--- config.mk ---
export PLATFORM = sky130hd
export DESIGN_NAME = kline_frame_receiver
export DESIGN_NICKNAME = d
export VERILOG_FILES = /design/src/design/kfr_pkg.sv /design/src/design/kline_frame_receiver.sv
export SDC_FILE = /design/constraint.sdc
export NUM_CORES = 1
export LEC_CHECK = 0
export BUFFER_PORTS_ARGS = -buffer_cell sky130_fd_sc_hd__buf_2
export CAP_MARGIN = 0
export CORE_MARGIN = 2
export CORE_UTILIZATION = 45
export CTS_BUF_LIST = sky130_fd_sc_hd__clkbuf_4 sky130_fd_sc_hd__clkbuf_8
export CTS_CLUSTER_DIAMETER = 120
export CTS_CLUSTER_SIZE = 28
export DETAILED_ROUTE_END_ITERATION = 8
export HOLD_SLACK_MARGIN = 0.1
export PLACE_DENSITY = 0.69
export SYNTH_ARGS = -nofsm -noshare
export SYNTH_HDL_FRONTEND = slang
export SYNTH_SLANG_ARGS = --single-unit
--- constraint.sdc ---
create_clock -name i_clk -period 10.6 [get_ports i_clk]
set_clock_uncertainty 0.05 [all_clocks]
set_input_delay 1.59 -clock i_clk [delete_from_list [all_inputs] [get_ports i_clk]]
set_output_delay 1.59 -clock i_clk [all_outputs]
set_load 0.03 [all_outputs]
--- src/design/kfr_pkg.sv ---
// Shared types, codes and helper functions for the diagnostic line receive framer.
`default_nettype none

package kfr_pkg;

    // Input item actions
    typedef enum logic [1:0] {
        ACT_ARM  = 2'd0,
        ACT_BYTE = 2'd1,
        ACT_TICK = 2'd2
    } t_action;

    // Result kinds
    localparam logic KIND_DATA = 1'b0;
    localparam logic KIND_END  = 1'b1;

    // End report status codes
    localparam logic STATUS_FRAME   = 1'b0;
    localparam logic STATUS_TIMEOUT = 1'b1;

    // Configuration register indexes
    localparam int unsigned CFG_IDX_W = 2;
    localparam logic [CFG_IDX_W-1:0] CFG_GAP_LIMIT = 2'd0;
    localparam logic [CFG_IDX_W-1:0] CFG_MAX_LEN   = 2'd1;

    // Configuration reset values
    localparam logic [7:0] GAP_LIMIT_RST = 8'd35;
    localparam logic [7:0] MAX_LEN_RST   = 8'd255;

    // Saturation limits
    localparam logic [15:0] ELAPSED_MAX = 16'hFFFF;
    localparam logic [7:0]  GAP_MAX     = 8'hFF;

    // Result queue geometry
    localparam int unsigned OUT_DEPTH = 4;
    localparam int unsigned OUT_PTR_W = 2;
    localparam int unsigned OUT_CNT_W = 3;

    typedef struct packed {
        logic       kind;
        logic [7:0] byte_value;
        logic [7:0] byte_index;
        logic [7:0] frame_length;
        logic       status;
        logic       checksum_ok;
        logic       last;
    } t_result;

    function automatic t_result data_result(input logic [7:0] value, input logic [7:0] index);
        t_result r;
        r.kind         = KIND_DATA;
        r.byte_value   = value;
        r.byte_index   = index;
        r.frame_length = 8'd0;
        r.status       = STATUS_FRAME;
        r.checksum_ok  = 1'b0;
        r.last         = 1'b0;
        return r;
    endfunction

    function automatic t_result end_result(input logic [7:0] len, input logic [7:0] sum);
        t_result r;
        r.kind         = KIND_END;
        r.byte_value   = 8'd0;
        r.byte_index   = 8'd0;
        r.frame_length = len;
        r.status       = (len == 8'd0) ? STATUS_TIMEOUT : STATUS_FRAME;
        r.checksum_ok  = (len >= 8'd2) && (sum == 8'd0);
        r.last         = 1'b1;
        return r;
    endfunction

endpackage

`default_nettype wire

--- src/design/kline_frame_receiver.sv ---
// Receive framer for a single-wire diagnostic line: arm, byte and tick items in, reports out.
// Results of an item are registered into the queue on its input transfer and presented oldest first;
// at the end of a full-length frame a second result, the end report, is queued right behind the first.
// Throughput: one item per cycle; results wait in a four-entry queue, and input ready
// drops while fewer than two slots are free, so only a slow consumer throttles input.
// Reset (synchronous, active low) disarms the framer, empties the queue and restores
// gap_limit_ms to 35 and max_frame_len to 255.
`default_nettype none

module kline_frame_receiver
    import kfr_pkg::*;
(
    input  wire logic                 i_clk,
    input  wire logic                 i_rst_n,

    // configuration write channel
    input  wire logic                 i_cfg_valid,
    output logic                      o_cfg_ready,
    input  wire logic [CFG_IDX_W-1:0] i_cfg_index,
    input  wire logic [7:0]           i_cfg_data,

    // input item channel
    input  wire logic                 i_in_valid,
    output logic                      o_in_ready,
    input  wire logic [1:0]           i_action,
    input  wire logic [7:0]           i_rx_byte,
    input  wire logic [15:0]          i_timeout_ms,

    // result channel
    output logic                      o_out_valid,
    input  wire logic                 i_out_ready,
    output logic                      o_kind,
    output logic [7:0]                o_byte_value,
    output logic [7:0]                o_byte_index,
    output logic [7:0]                o_frame_length,
    output logic                      o_status,
    output logic                      o_checksum_ok,
    output logic                      o_last
);

    // Configuration registers
    logic [7:0] r_gap_limit;
    logic [7:0] r_max_len;

    // Framer state
    logic        r_armed,       n_armed;
    logic        r_started,     n_started;
    logic [7:0]  r_byte_count,  n_byte_count;
    logic [7:0]  r_running_sum, n_running_sum;
    logic [15:0] r_elapsed_ms,  n_elapsed_ms;
    logic [7:0]  r_gap_ms,      n_gap_ms;
    logic [15:0] r_timeout_lim, n_timeout_lim;

    // Result queue
    t_result              r_queue [OUT_DEPTH];
    logic [OUT_PTR_W-1:0] r_wr_ptr, n_wr_ptr;
    logic [OUT_PTR_W-1:0] r_rd_ptr, n_rd_ptr;
    logic [OUT_CNT_W-1:0] r_count,  n_count;

    // Results produced by the current transfer
    t_result    res0;
    t_result    res1;
    logic [1:0] push_cnt;

    logic        in_xfer;
    logic        out_xfer;
    logic [7:0]  cnt_inc;
    logic [7:0]  sum_inc;
    logic [15:0] elapsed_inc;
    logic [7:0]  gap_inc;

    // Configuration is always taken at once
    assign o_cfg_ready = 1'b1;

    always_ff @(posedge i_clk) begin
        if (!i_rst_n) begin
            r_gap_limit <= GAP_LIMIT_RST;
            r_max_len   <= MAX_LEN_RST;
        end else if (i_cfg_valid) begin
            case (i_cfg_index)
                CFG_GAP_LIMIT: r_gap_limit <= i_cfg_data;
                CFG_MAX_LEN:   r_max_len   <= i_cfg_data;
                default: ;     // drop writes to unknown registers
            endcase
        end
    end

    // Accept a new item only when both possible results fit in the queue
    assign o_in_ready = (r_count <= OUT_CNT_W'(OUT_DEPTH - 2));
    assign in_xfer    = i_in_valid && o_in_ready;
    assign out_xfer   = o_out_valid && i_out_ready;

    assign cnt_inc     = r_byte_count + 8'd1;
    assign sum_inc     = r_running_sum + i_rx_byte;
    assign elapsed_inc = (r_elapsed_ms != ELAPSED_MAX) ? r_elapsed_ms + 16'd1 : r_elapsed_ms;
    assign gap_inc     = (r_started && r_gap_ms != GAP_MAX) ? r_gap_ms + 8'd1 : r_gap_ms;

    // Single pass over one item: update the framer and form its results
    always_comb begin
        n_armed       = r_armed;
        n_started     = r_started;
        n_byte_count  = r_byte_count;
        n_running_sum = r_running_sum;
        n_elapsed_ms  = r_elapsed_ms;
        n_gap_ms      = r_gap_ms;
        n_timeout_lim = r_timeout_lim;
        res0          = end_result(r_byte_count, r_running_sum);
        res1          = end_result(cnt_inc, sum_inc);
        push_cnt      = 2'd0;

        if (in_xfer) begin
            case (t_action'(i_action))
                ACT_ARM: begin
                    // re-arming drops any frame in progress without a report
                    n_armed       = 1'b1;
                    n_started     = 1'b0;
                    n_byte_count  = 8'd0;
                    n_running_sum = 8'd0;
                    n_elapsed_ms  = 16'd0;
                    n_gap_ms      = 8'd0;
                    n_timeout_lim = i_timeout_ms;
                    if (i_timeout_ms == 16'd0) begin
                        // zero timeout: report an empty timed-out frame at once
                        res0     = end_result(8'd0, 8'd0);
                        push_cnt = 2'd1;
                        n_armed  = 1'b0;
                    end
                end
                ACT_BYTE: begin
                    // zero bytes before the first real byte are break noise
                    if (r_armed && (r_started || i_rx_byte != 8'd0)) begin
                        res0          = data_result(i_rx_byte, r_byte_count);
                        push_cnt      = 2'd1;
                        n_started     = 1'b1;
                        n_byte_count  = cnt_inc;
                        n_running_sum = sum_inc;
                        n_gap_ms      = 8'd0;
                        if (cnt_inc >= r_max_len) begin
                            push_cnt  = 2'd2;
                            n_armed   = 1'b0;
                            n_started = 1'b0;
                        end
                    end
                end
                ACT_TICK: begin
                    if (r_armed) begin
                        n_elapsed_ms = elapsed_inc;
                        n_gap_ms     = gap_inc;
                        if ((r_started && gap_inc > r_gap_limit) ||
                            elapsed_inc >= r_timeout_lim) begin
                            push_cnt  = 2'd1;
                            n_armed   = 1'b0;
                            n_started = 1'b0;
                        end
                    end
                end
                default: ;     // unknown action: ignore
            endcase
        end
    end

    always_ff @(posedge i_clk) begin
        if (!i_rst_n) begin
            r_armed       <= 1'b0;
            r_started     <= 1'b0;
            r_byte_count  <= 8'd0;
            r_running_sum <= 8'd0;
            r_elapsed_ms  <= 16'd0;
            r_gap_ms      <= 8'd0;
            r_timeout_lim <= 16'd0;
        end else begin
            r_armed       <= n_armed;
            r_started     <= n_started;
            r_byte_count  <= n_byte_count;
            r_running_sum <= n_running_sum;
            r_elapsed_ms  <= n_elapsed_ms;
            r_gap_ms      <= n_gap_ms;
            r_timeout_lim <= n_timeout_lim;
        end
    end

    // Queue pointers: push up to two, pop at most one per cycle
    always_comb begin
        n_wr_ptr = r_wr_ptr + OUT_PTR_W'(push_cnt);
        n_rd_ptr = out_xfer ? r_rd_ptr + OUT_PTR_W'(1) : r_rd_ptr;
        n_count  = r_count + OUT_CNT_W'(push_cnt) - OUT_CNT_W'(out_xfer);
    end

    always_ff @(posedge i_clk) begin
        if (!i_rst_n) begin
            r_wr_ptr <= '0;
            r_rd_ptr <= '0;
            r_count  <= '0;
        end else begin
            r_wr_ptr <= n_wr_ptr;
            r_rd_ptr <= n_rd_ptr;
            r_count  <= n_count;
        end
    end

    // Queue storage: first result at the write pointer, second one after it
    always_ff @(posedge i_clk) begin
        if (push_cnt != 2'd0) begin
            r_queue[r_wr_ptr] <= res0;
        end
        if (push_cnt == 2'd2) begin
            r_queue[r_wr_ptr + OUT_PTR_W'(1)] <= res1;
        end
    end

    // Present the oldest queued result
    assign o_out_valid    = (r_count != '0);
    assign o_kind         = r_queue[r_rd_ptr].kind;
    assign o_byte_value   = r_queue[r_rd_ptr].byte_value;
    assign o_byte_index   = r_queue[r_rd_ptr].byte_index;
    assign o_frame_length = r_queue[r_rd_ptr].frame_length;
    assign o_status       = r_queue[r_rd_ptr].status;
    assign o_checksum_ok  = r_queue[r_rd_ptr].checksum_ok;
    assign o_last         = r_queue[r_rd_ptr].last;

    // Queue occupancy never exceeds its depth
    a_count_bound: assert property (@(posedge i_clk) disable iff (!i_rst_n)
        r_count <= OUT_CNT_W'(OUT_DEPTH))
        else $error("result queue overflow");

    // Pointer distance matches the occupancy count whenever the queue is not full
    a_ptr_count: assert property (@(posedge i_clk) disable iff (!i_rst_n)
        r_count != OUT_CNT_W'(OUT_DEPTH) |->
            OUT_PTR_W'(r_wr_ptr - r_rd_ptr) == r_count[OUT_PTR_W-1:0])
        else $error("queue pointers disagree with count");

    // An end report always carries last, a byte report never does
    a_last_kind: assert property (@(posedge i_clk) disable iff (!i_rst_n)
        o_out_valid |-> (o_last == o_kind))
        else $error("last flag does not match result kind");

    // A frame cannot have started unless reception is armed
    a_started_armed: assert property (@(posedge i_clk) disable iff (!i_rst_n)
        r_started |-> r_armed)
        else $error("started without armed");

    // An end report issued after a transfer leaves the framer disarmed
    a_end_disarms: assert property (@(posedge i_clk) disable iff (!i_rst_n)
        (in_xfer && push_cnt != 2'd0 && (res0.kind == KIND_END || push_cnt == 2'd2)) |=> !r_armed)
        else $error("framer still armed after end report");

endmodule

`default_nettype wire
# Word level (Yosys, flattened, before mapping)
# Memories as Yosys holds them, arrays and structs flattened. A register that Yosys moved wholly into a read port is not among the register bits.
# Index checks and enable logic that the tools add are counted.
# totals
ff_bits	81
latch_bits	0
mem_bits_rw	112
rom_bits	0
output_inout_bits	31
elab_cells	109
n_memories	1
# mem_list
name	words	width	rd	rd_clocked_by_memory_dff	write_ports	line_no	rtl
r_queue	4	28	1	1	2	kline_frame_receiver.sv:55	t_result r_queue [OUT_DEPTH];
# classes
add_sub_neg	9
multipliers	0
n_div	0
order_cmp	6
eq_ne	10
shifts	0
mux	41
bitwise_logic	0
reduce_logical	30
# ops
operator	n
28-bit two-way mux	2
28-bit one-hot mux with 2 select lines	1
8-bit two-way mux	5
8-bit zero test	4
16-bit two-way mux	2
16-bit one-hot mux with 2 select lines	1
8-bit one-hot mux with 2 select lines	2
8-bit one-hot mux with 3 select lines	1
1-bit two-way mux	18
16-bit by 1-bit adder with 16-bit output, second input constant	1
8-bit by 1-bit adder with 8-bit output, second input constant	2
16-bit >= comparator	1
8-bit by 2-bit >= comparator with 1-bit output, second input constant	2
16-bit zero test	1
16-bit != test, second input constant	1
11-bit two-way mux	1
2-bit two-way mux	5
8-bit adder	1
8-bit >= comparator	1
8-bit greater-than comparator	1
2-bit != test, second input constant	4
8-bit != test, second input constant	1
4-bit AND reduction	2
8-bit nonzero test	1
other kinds (17)	35

# Depth between registers and ports, before layout
# depth
depth_word	13
ltp_mapped	22
ltp_nobuf	19

# Worst setup path after synthesis
# No wires, ideal clock.
# synth_path
path_kind	register -> register
from	reg r_elapsed_ms[3]
to	reg r_count[1]
setup_ns	0.115
t_arrival_ns	4.895
path_slack_ns	5.540
path_stages_with_launch	22
path_cell_list	dfxtp_1 clkbuf_1 and4_1 nand4_1 nor4_2 nor2b_1 clkbuf_1 nand3_1 xnor2_1 ha_1 a21oi_1 o21ai_0 o2bb2ai_1 a2111oi_1 a31oi_1 clkbuf_1 o21ai_0 ha_1 inv_1 ha_1 fa_1 and2_1
# synth_between
elab_chain_cells	10
# synth_rtl
element	line_no	rtl
from (decl)	kline_frame_receiver.sv:50	logic [15:0] r_elapsed_ms, n_elapsed_ms;
from (signal assigned)	kline_frame_receiver.sv:176	r_elapsed_ms <= n_elapsed_ms;
16-bit by 1-bit adder with 16-bit output / 16-bit != test (equally long branches)	kline_frame_receiver.sv:95	assign elapsed_inc = (r_elapsed_ms != ELAPSED_MAX) ? r_elapsed_ms + 16'd1 : r_elapsed_ms;
16-bit two-way mux *	kline_frame_receiver.sv:95	
16-bit >= comparator *	kline_frame_receiver.sv:150	elapsed_inc >= r_timeout_lim) begin
1-bit logical OR *	kline_frame_receiver.sv:149	if ((r_started && gap_inc > r_gap_limit) ||
1-bit two-way mux *	kline_frame_receiver.sv:149	
1-bit two-way mux *	kline_frame_receiver.sv:146	if (r_armed) begin
2-bit one-hot mux with 3 select lines *	kline_frame_receiver.sv:112	case (t_action'(i_action))
2-bit two-way mux *	kline_frame_receiver.sv:111	if (in_xfer) begin
3-bit by 2-bit adder with 3-bit output *	kline_frame_receiver.sv:186	n_count = r_count + OUT_CNT_W'(push_cnt) - OUT_CNT_W'(out_xfer);
3-bit by 1-bit subtractor with 3-bit output *	kline_frame_receiver.sv:186	
named net n_count[1]	kline_frame_receiver.sv:58	logic [OUT_CNT_W-1:0] r_count, n_count;
to (signal assigned)	kline_frame_receiver.sv:197	r_count <= n_count;
to (decl)	kline_frame_receiver.sv:58	
# Mark *: on every way through the listed nets, which the timed path passes. The rest lies on a longest branch.
# A chain may end at the register's enable or synchronous reset.

# Final worst setup path
# layout_path
from	reg r_elapsed_ms[3]
to	reg r_count[2]
# layout_between
elab_chain_cells	10
# layout_rtl
element	line_no
16-bit by 1-bit adder with 16-bit output / 16-bit != test (equally long branches)	kline_frame_receiver.sv:95
16-bit two-way mux *	kline_frame_receiver.sv:95
16-bit >= comparator *	kline_frame_receiver.sv:150
1-bit logical OR *	kline_frame_receiver.sv:149
1-bit two-way mux *	kline_frame_receiver.sv:149
1-bit two-way mux *	kline_frame_receiver.sv:146
2-bit one-hot mux with 3 select lines *	kline_frame_receiver.sv:112
2-bit two-way mux *	kline_frame_receiver.sv:111
3-bit by 2-bit adder with 3-bit output *	kline_frame_receiver.sv:186
3-bit by 1-bit subtractor with 3-bit output *	kline_frame_receiver.sv:186
# Mark *: on every way between the ends. The rest lies on a longest branch, timed or not.

==> results_dict.tcl <==
set metrics [dict create \
    place_area_um2 10500 \
    vias_per_cell 6.05 \
    worstPathMaxFanout 14 \
    power_density_nw_per_um2 145 \
    grt_antenna_before_repair 0 \
    gp_congestion 0.873 \
    routedLengthMet1_um 10900 \
    reg2reg_slack_ps 4650 \
    cp.required_ps 10950 \
    dp_worst_setup_slack_ps 4770 \
    reg2reg_depth 19 \
    timing.rr.start "r_elapsed_ms[3]" \
    reg2reg_to "r_count[2]" \
    drt_wl_total_um 24200 \
    timing.final.max_slew_violations 0 \
    synthesis.area_um2 10100 \
    holdPathEnd "r_elapsed_ms[10]" \
    grt_overflow 0 \
    htree_levels 4 \
    layout-drive-gt1-share 0.192 \
    worstSetupEndpointType "register" \
    grt_start_max_net_pins 76 \
    slew_headroom 0.195 \
    post_drt_wl_per_cell_um 18.8 \
    post-dp-hpwl_um 16700 \
    drv_cap 0 \
    final_core_util 0.500 \
    fin_area_um2 10900 \
    setup_ws_ps 4650 \
    grt_pass1_wl_um 39700 \
    yosysWarningCount 0 \
    insertion_delay_ps 480 \
    nNetsFinal 1092 \
    core_area_um2 21900 \
    synth-main-ff-cell "dfxtp_1" \
    start_util 0.460 \
    port_buffers 70 \
    firstDrtPassIters 8 \
    min_path_type "reg2reg" \
    hold_buffers 0 \
    clk_pin_slew_ps 120 \
    die_w_um 154 \
    wl_met3_um 1460 \
    arrival_ps 6290 \
    worstHoldPathCells 2 \
    top_layer "met4" \
    hold_violations 0 \
    clockBufferDepth 2 \
    tns_ps 0 \
    worstMarginPinSlew_ps 1200 \
    numCtsBuffers 17 \
    die_area_um2 23600 \
    synth_area_per_cell_um2 10.4 \
    diodes 0 \
    n_fill_cell 2008 \
    path_class "reg2reg" \
    yosysSeqAreaShare 0.420 \
    rsz0062_at_grt "no" \
    io_pins 72 \
    area_growth_pct 8.75 \
    synth_seq_cells 191 \
    vdd_drop_max_v 0.0000889 \
    cts.sinks 191 \
    startpoint_type "register" \
    track_usage 0.208 \
    met2_length_um 11300 \
    hold_slack_ps 415 \
    synth_fp_nets 1067 \
    rows 54 \
    cts_root_buf "clkbuf_8" \
    cts_setup_buffers 0 \
    max_freq_mhz 168 \
    p_leak_nw 4.43 \
    dr.first_iter.drc_count 771 \
    synth_edf_count 40 \
    antenna_left 0 \
    cts_resized 0 \
    cts_tree "done" \
    fp.dieH_um 154 \
    finalSetupViolCount 0 \
    outcome "complete, no violations" \
    syn_inst 971 \
    grt_pass1_vias 7339 \
    dr_total_vias 7798 \
    route.detailed.drc 0 \
    fin_crit_sh 0.561 \
    worstHoldStart "r_elapsed_ms[10]" \
    post-route-min-period_ps 5950 \
    async_flop_share 0 \
    yosysUniqueCellTypes 65 \
]
stage by stage:
stage          std cells  total power [W]
2_1_floorplan        971         0.000999
3_3_place_gp        1257          0.00107
3_5_place_dp        1257          0.00108
4_1_cts             1289          0.00159
5_1_grt             1289          0.00165
6_report            1289          0.00158
power breakdown:
| group | internal [W] | leakage (nW) | switching (W) | total (W) |
|---|---|---|---|---|
| Combinational | 0.000113 | 2.60 | 0.000153 | 0.000266 |
| Sequential | 0.000757 | 1.61 | 0.0000375 | 0.000794 |
| Clock | 0.000208 | 0.221 | 0.000315 | 0.000523 |
Yosys cell counts, drive strengths merged (3+ instances only):
library cell	instances	area, um^2
buf	23	176
nand3	22	110
a22oi	18	135
dfxtp	151	3020
a211o	5	78.8
inv	58	218
mux2i	19	190
or3	13	81.3
o211ai	13	97.6
nand2b	4	25.0
nor3	13	65.1
and2	22	138
and3	5	31.3
o31a	7	66.3
edfxtp	40	1200
mux2	3	33.8
nor2b	40	250
mux4	27	608
nor2	35	131
and4	5	43.8
a31oi	6	37.5
a21oi	29	145
nor4	10	68.8
a32o	68	721
a211oi	8	85.1
xnor2	22	193
nand2	63	236
o21ai	32	160
a21o	6	45.0
xor2	13	114
a22o	7	61.3
nand4	13	81.3
o21bai	4	30.0
clkbuf	47	176
o2bb2ai	6	52.6
a21boi	6	45.0
ha	53	663
o31ai	7	52.6
and3b	3	26.3
o22ai	26	163
routing by layer:
layer	track usage	vias to the layer above
li1	-	3689
met1	0.288	3768
met2	0.326	285
met3	0.0465	56
met4	0.0612	0
met5	0	-
state kept, by name (all words and copies together) (netlist names), 3 cells and up, named ones only:
| signal | cells |
|---|---|
| r_gap_ms | 8 |
| r_elapsed_ms | 16 |
| r_count | 3 |
| r_byte_count | 8 |
| r_running_sum | 8 |
| r_max_len | 8 |
| r_timeout_lim | 16 |
| r_queue | 108 |
| r_gap_limit | 8 |
logic make-up (layout without fill, tap and decap cells):
kind of cell | after synthesis | in the layout | synth area share
AND/OR/NAND/NOR | 257 | 257 | 0.135
flip-flops | 191 | 191 | 0.420
other | 1 | 1 | 0.000373
XOR/XNOR | 35 | 35 | 0.0305
AO/OA/AOI/OAI | 255 | 255 | 0.205
adder cells (fa/ha/maj) | 55 | 55 | 0.0699
buffers and inverters | 128 | 166 | 0.0567
multiplexers | 49 | 49 | 0.0827
cell type report:
type,count,area [um^2],area share
clock buffers,17,234,0.0214
repair buffers,76,395,0.0361
multi-input cells,652,5310,0.485
well taps,280,350,0.0320
flip-flops and latches,191,4230,0.386
clock inverters,15,210,0.0192
inverters,58,218,0.0199
critical path, cell delays in order (launching register included):
cell and delay, ps:
dfxtp_1 490, and4_1 290, nand4_1 170, nor4_2 740, nor2b_1 380, nand2_1 210
xnor2_1 80, ha_1 320, nand4_1 130, nor4_1 340, a2111oi_2 120, buf_4 230
a31oi_1 870, o21ai_0 240, ha_1 330, inv_1 40, ha_1 180, fa_1 370
xnor2_1 130, and2_1 150
worst max-delay path by stage:
stage                            end  slack [ps]             from  cells past startpoint
after CTS                 r_count[2]        4750  r_elapsed_ms[3]                     19
after floorplan           r_count[1]        5540  r_elapsed_ms[3]                     21
final                     r_count[2]        4650  r_elapsed_ms[3]                     19
after detailed placement  r_count[2]        4770  r_elapsed_ms[3]                     19
after global routing      r_count[2]        4110  r_elapsed_ms[3]                     19
after global placement    r_count[2]        4860  r_elapsed_ms[3]                     19
layout by cell type, fill, tap and decap left out, types with 17 or more instances in the layout:
cell | netlist | layout
a32o_1 | 36 | 36
xnor2_1 | 22 | 22
mux4_2 | 27 | 27
a32o_2 | 32 | 32
nand3_1 | 22 | 22
a22oi_1 | 18 | 18
nand2_1 | 63 | 63
edfxtp_1 | 40 | 40
nor2b_1 | 40 | 40
nor2_1 | 35 | 34
o22ai_1 | 26 | 26
clkbuf_8 | 0 | 17
mux2i_1 | 19 | 19
and2_1 | 22 | 22
dfxtp_1 | 151 | 150
o21ai_0 | 29 | 29
inv_1 | 58 | 58
a21oi_1 | 29 | 29
ha_1 | 53 | 53
buf_2 | 6 | 70
(Power assumes the default switching activity.)
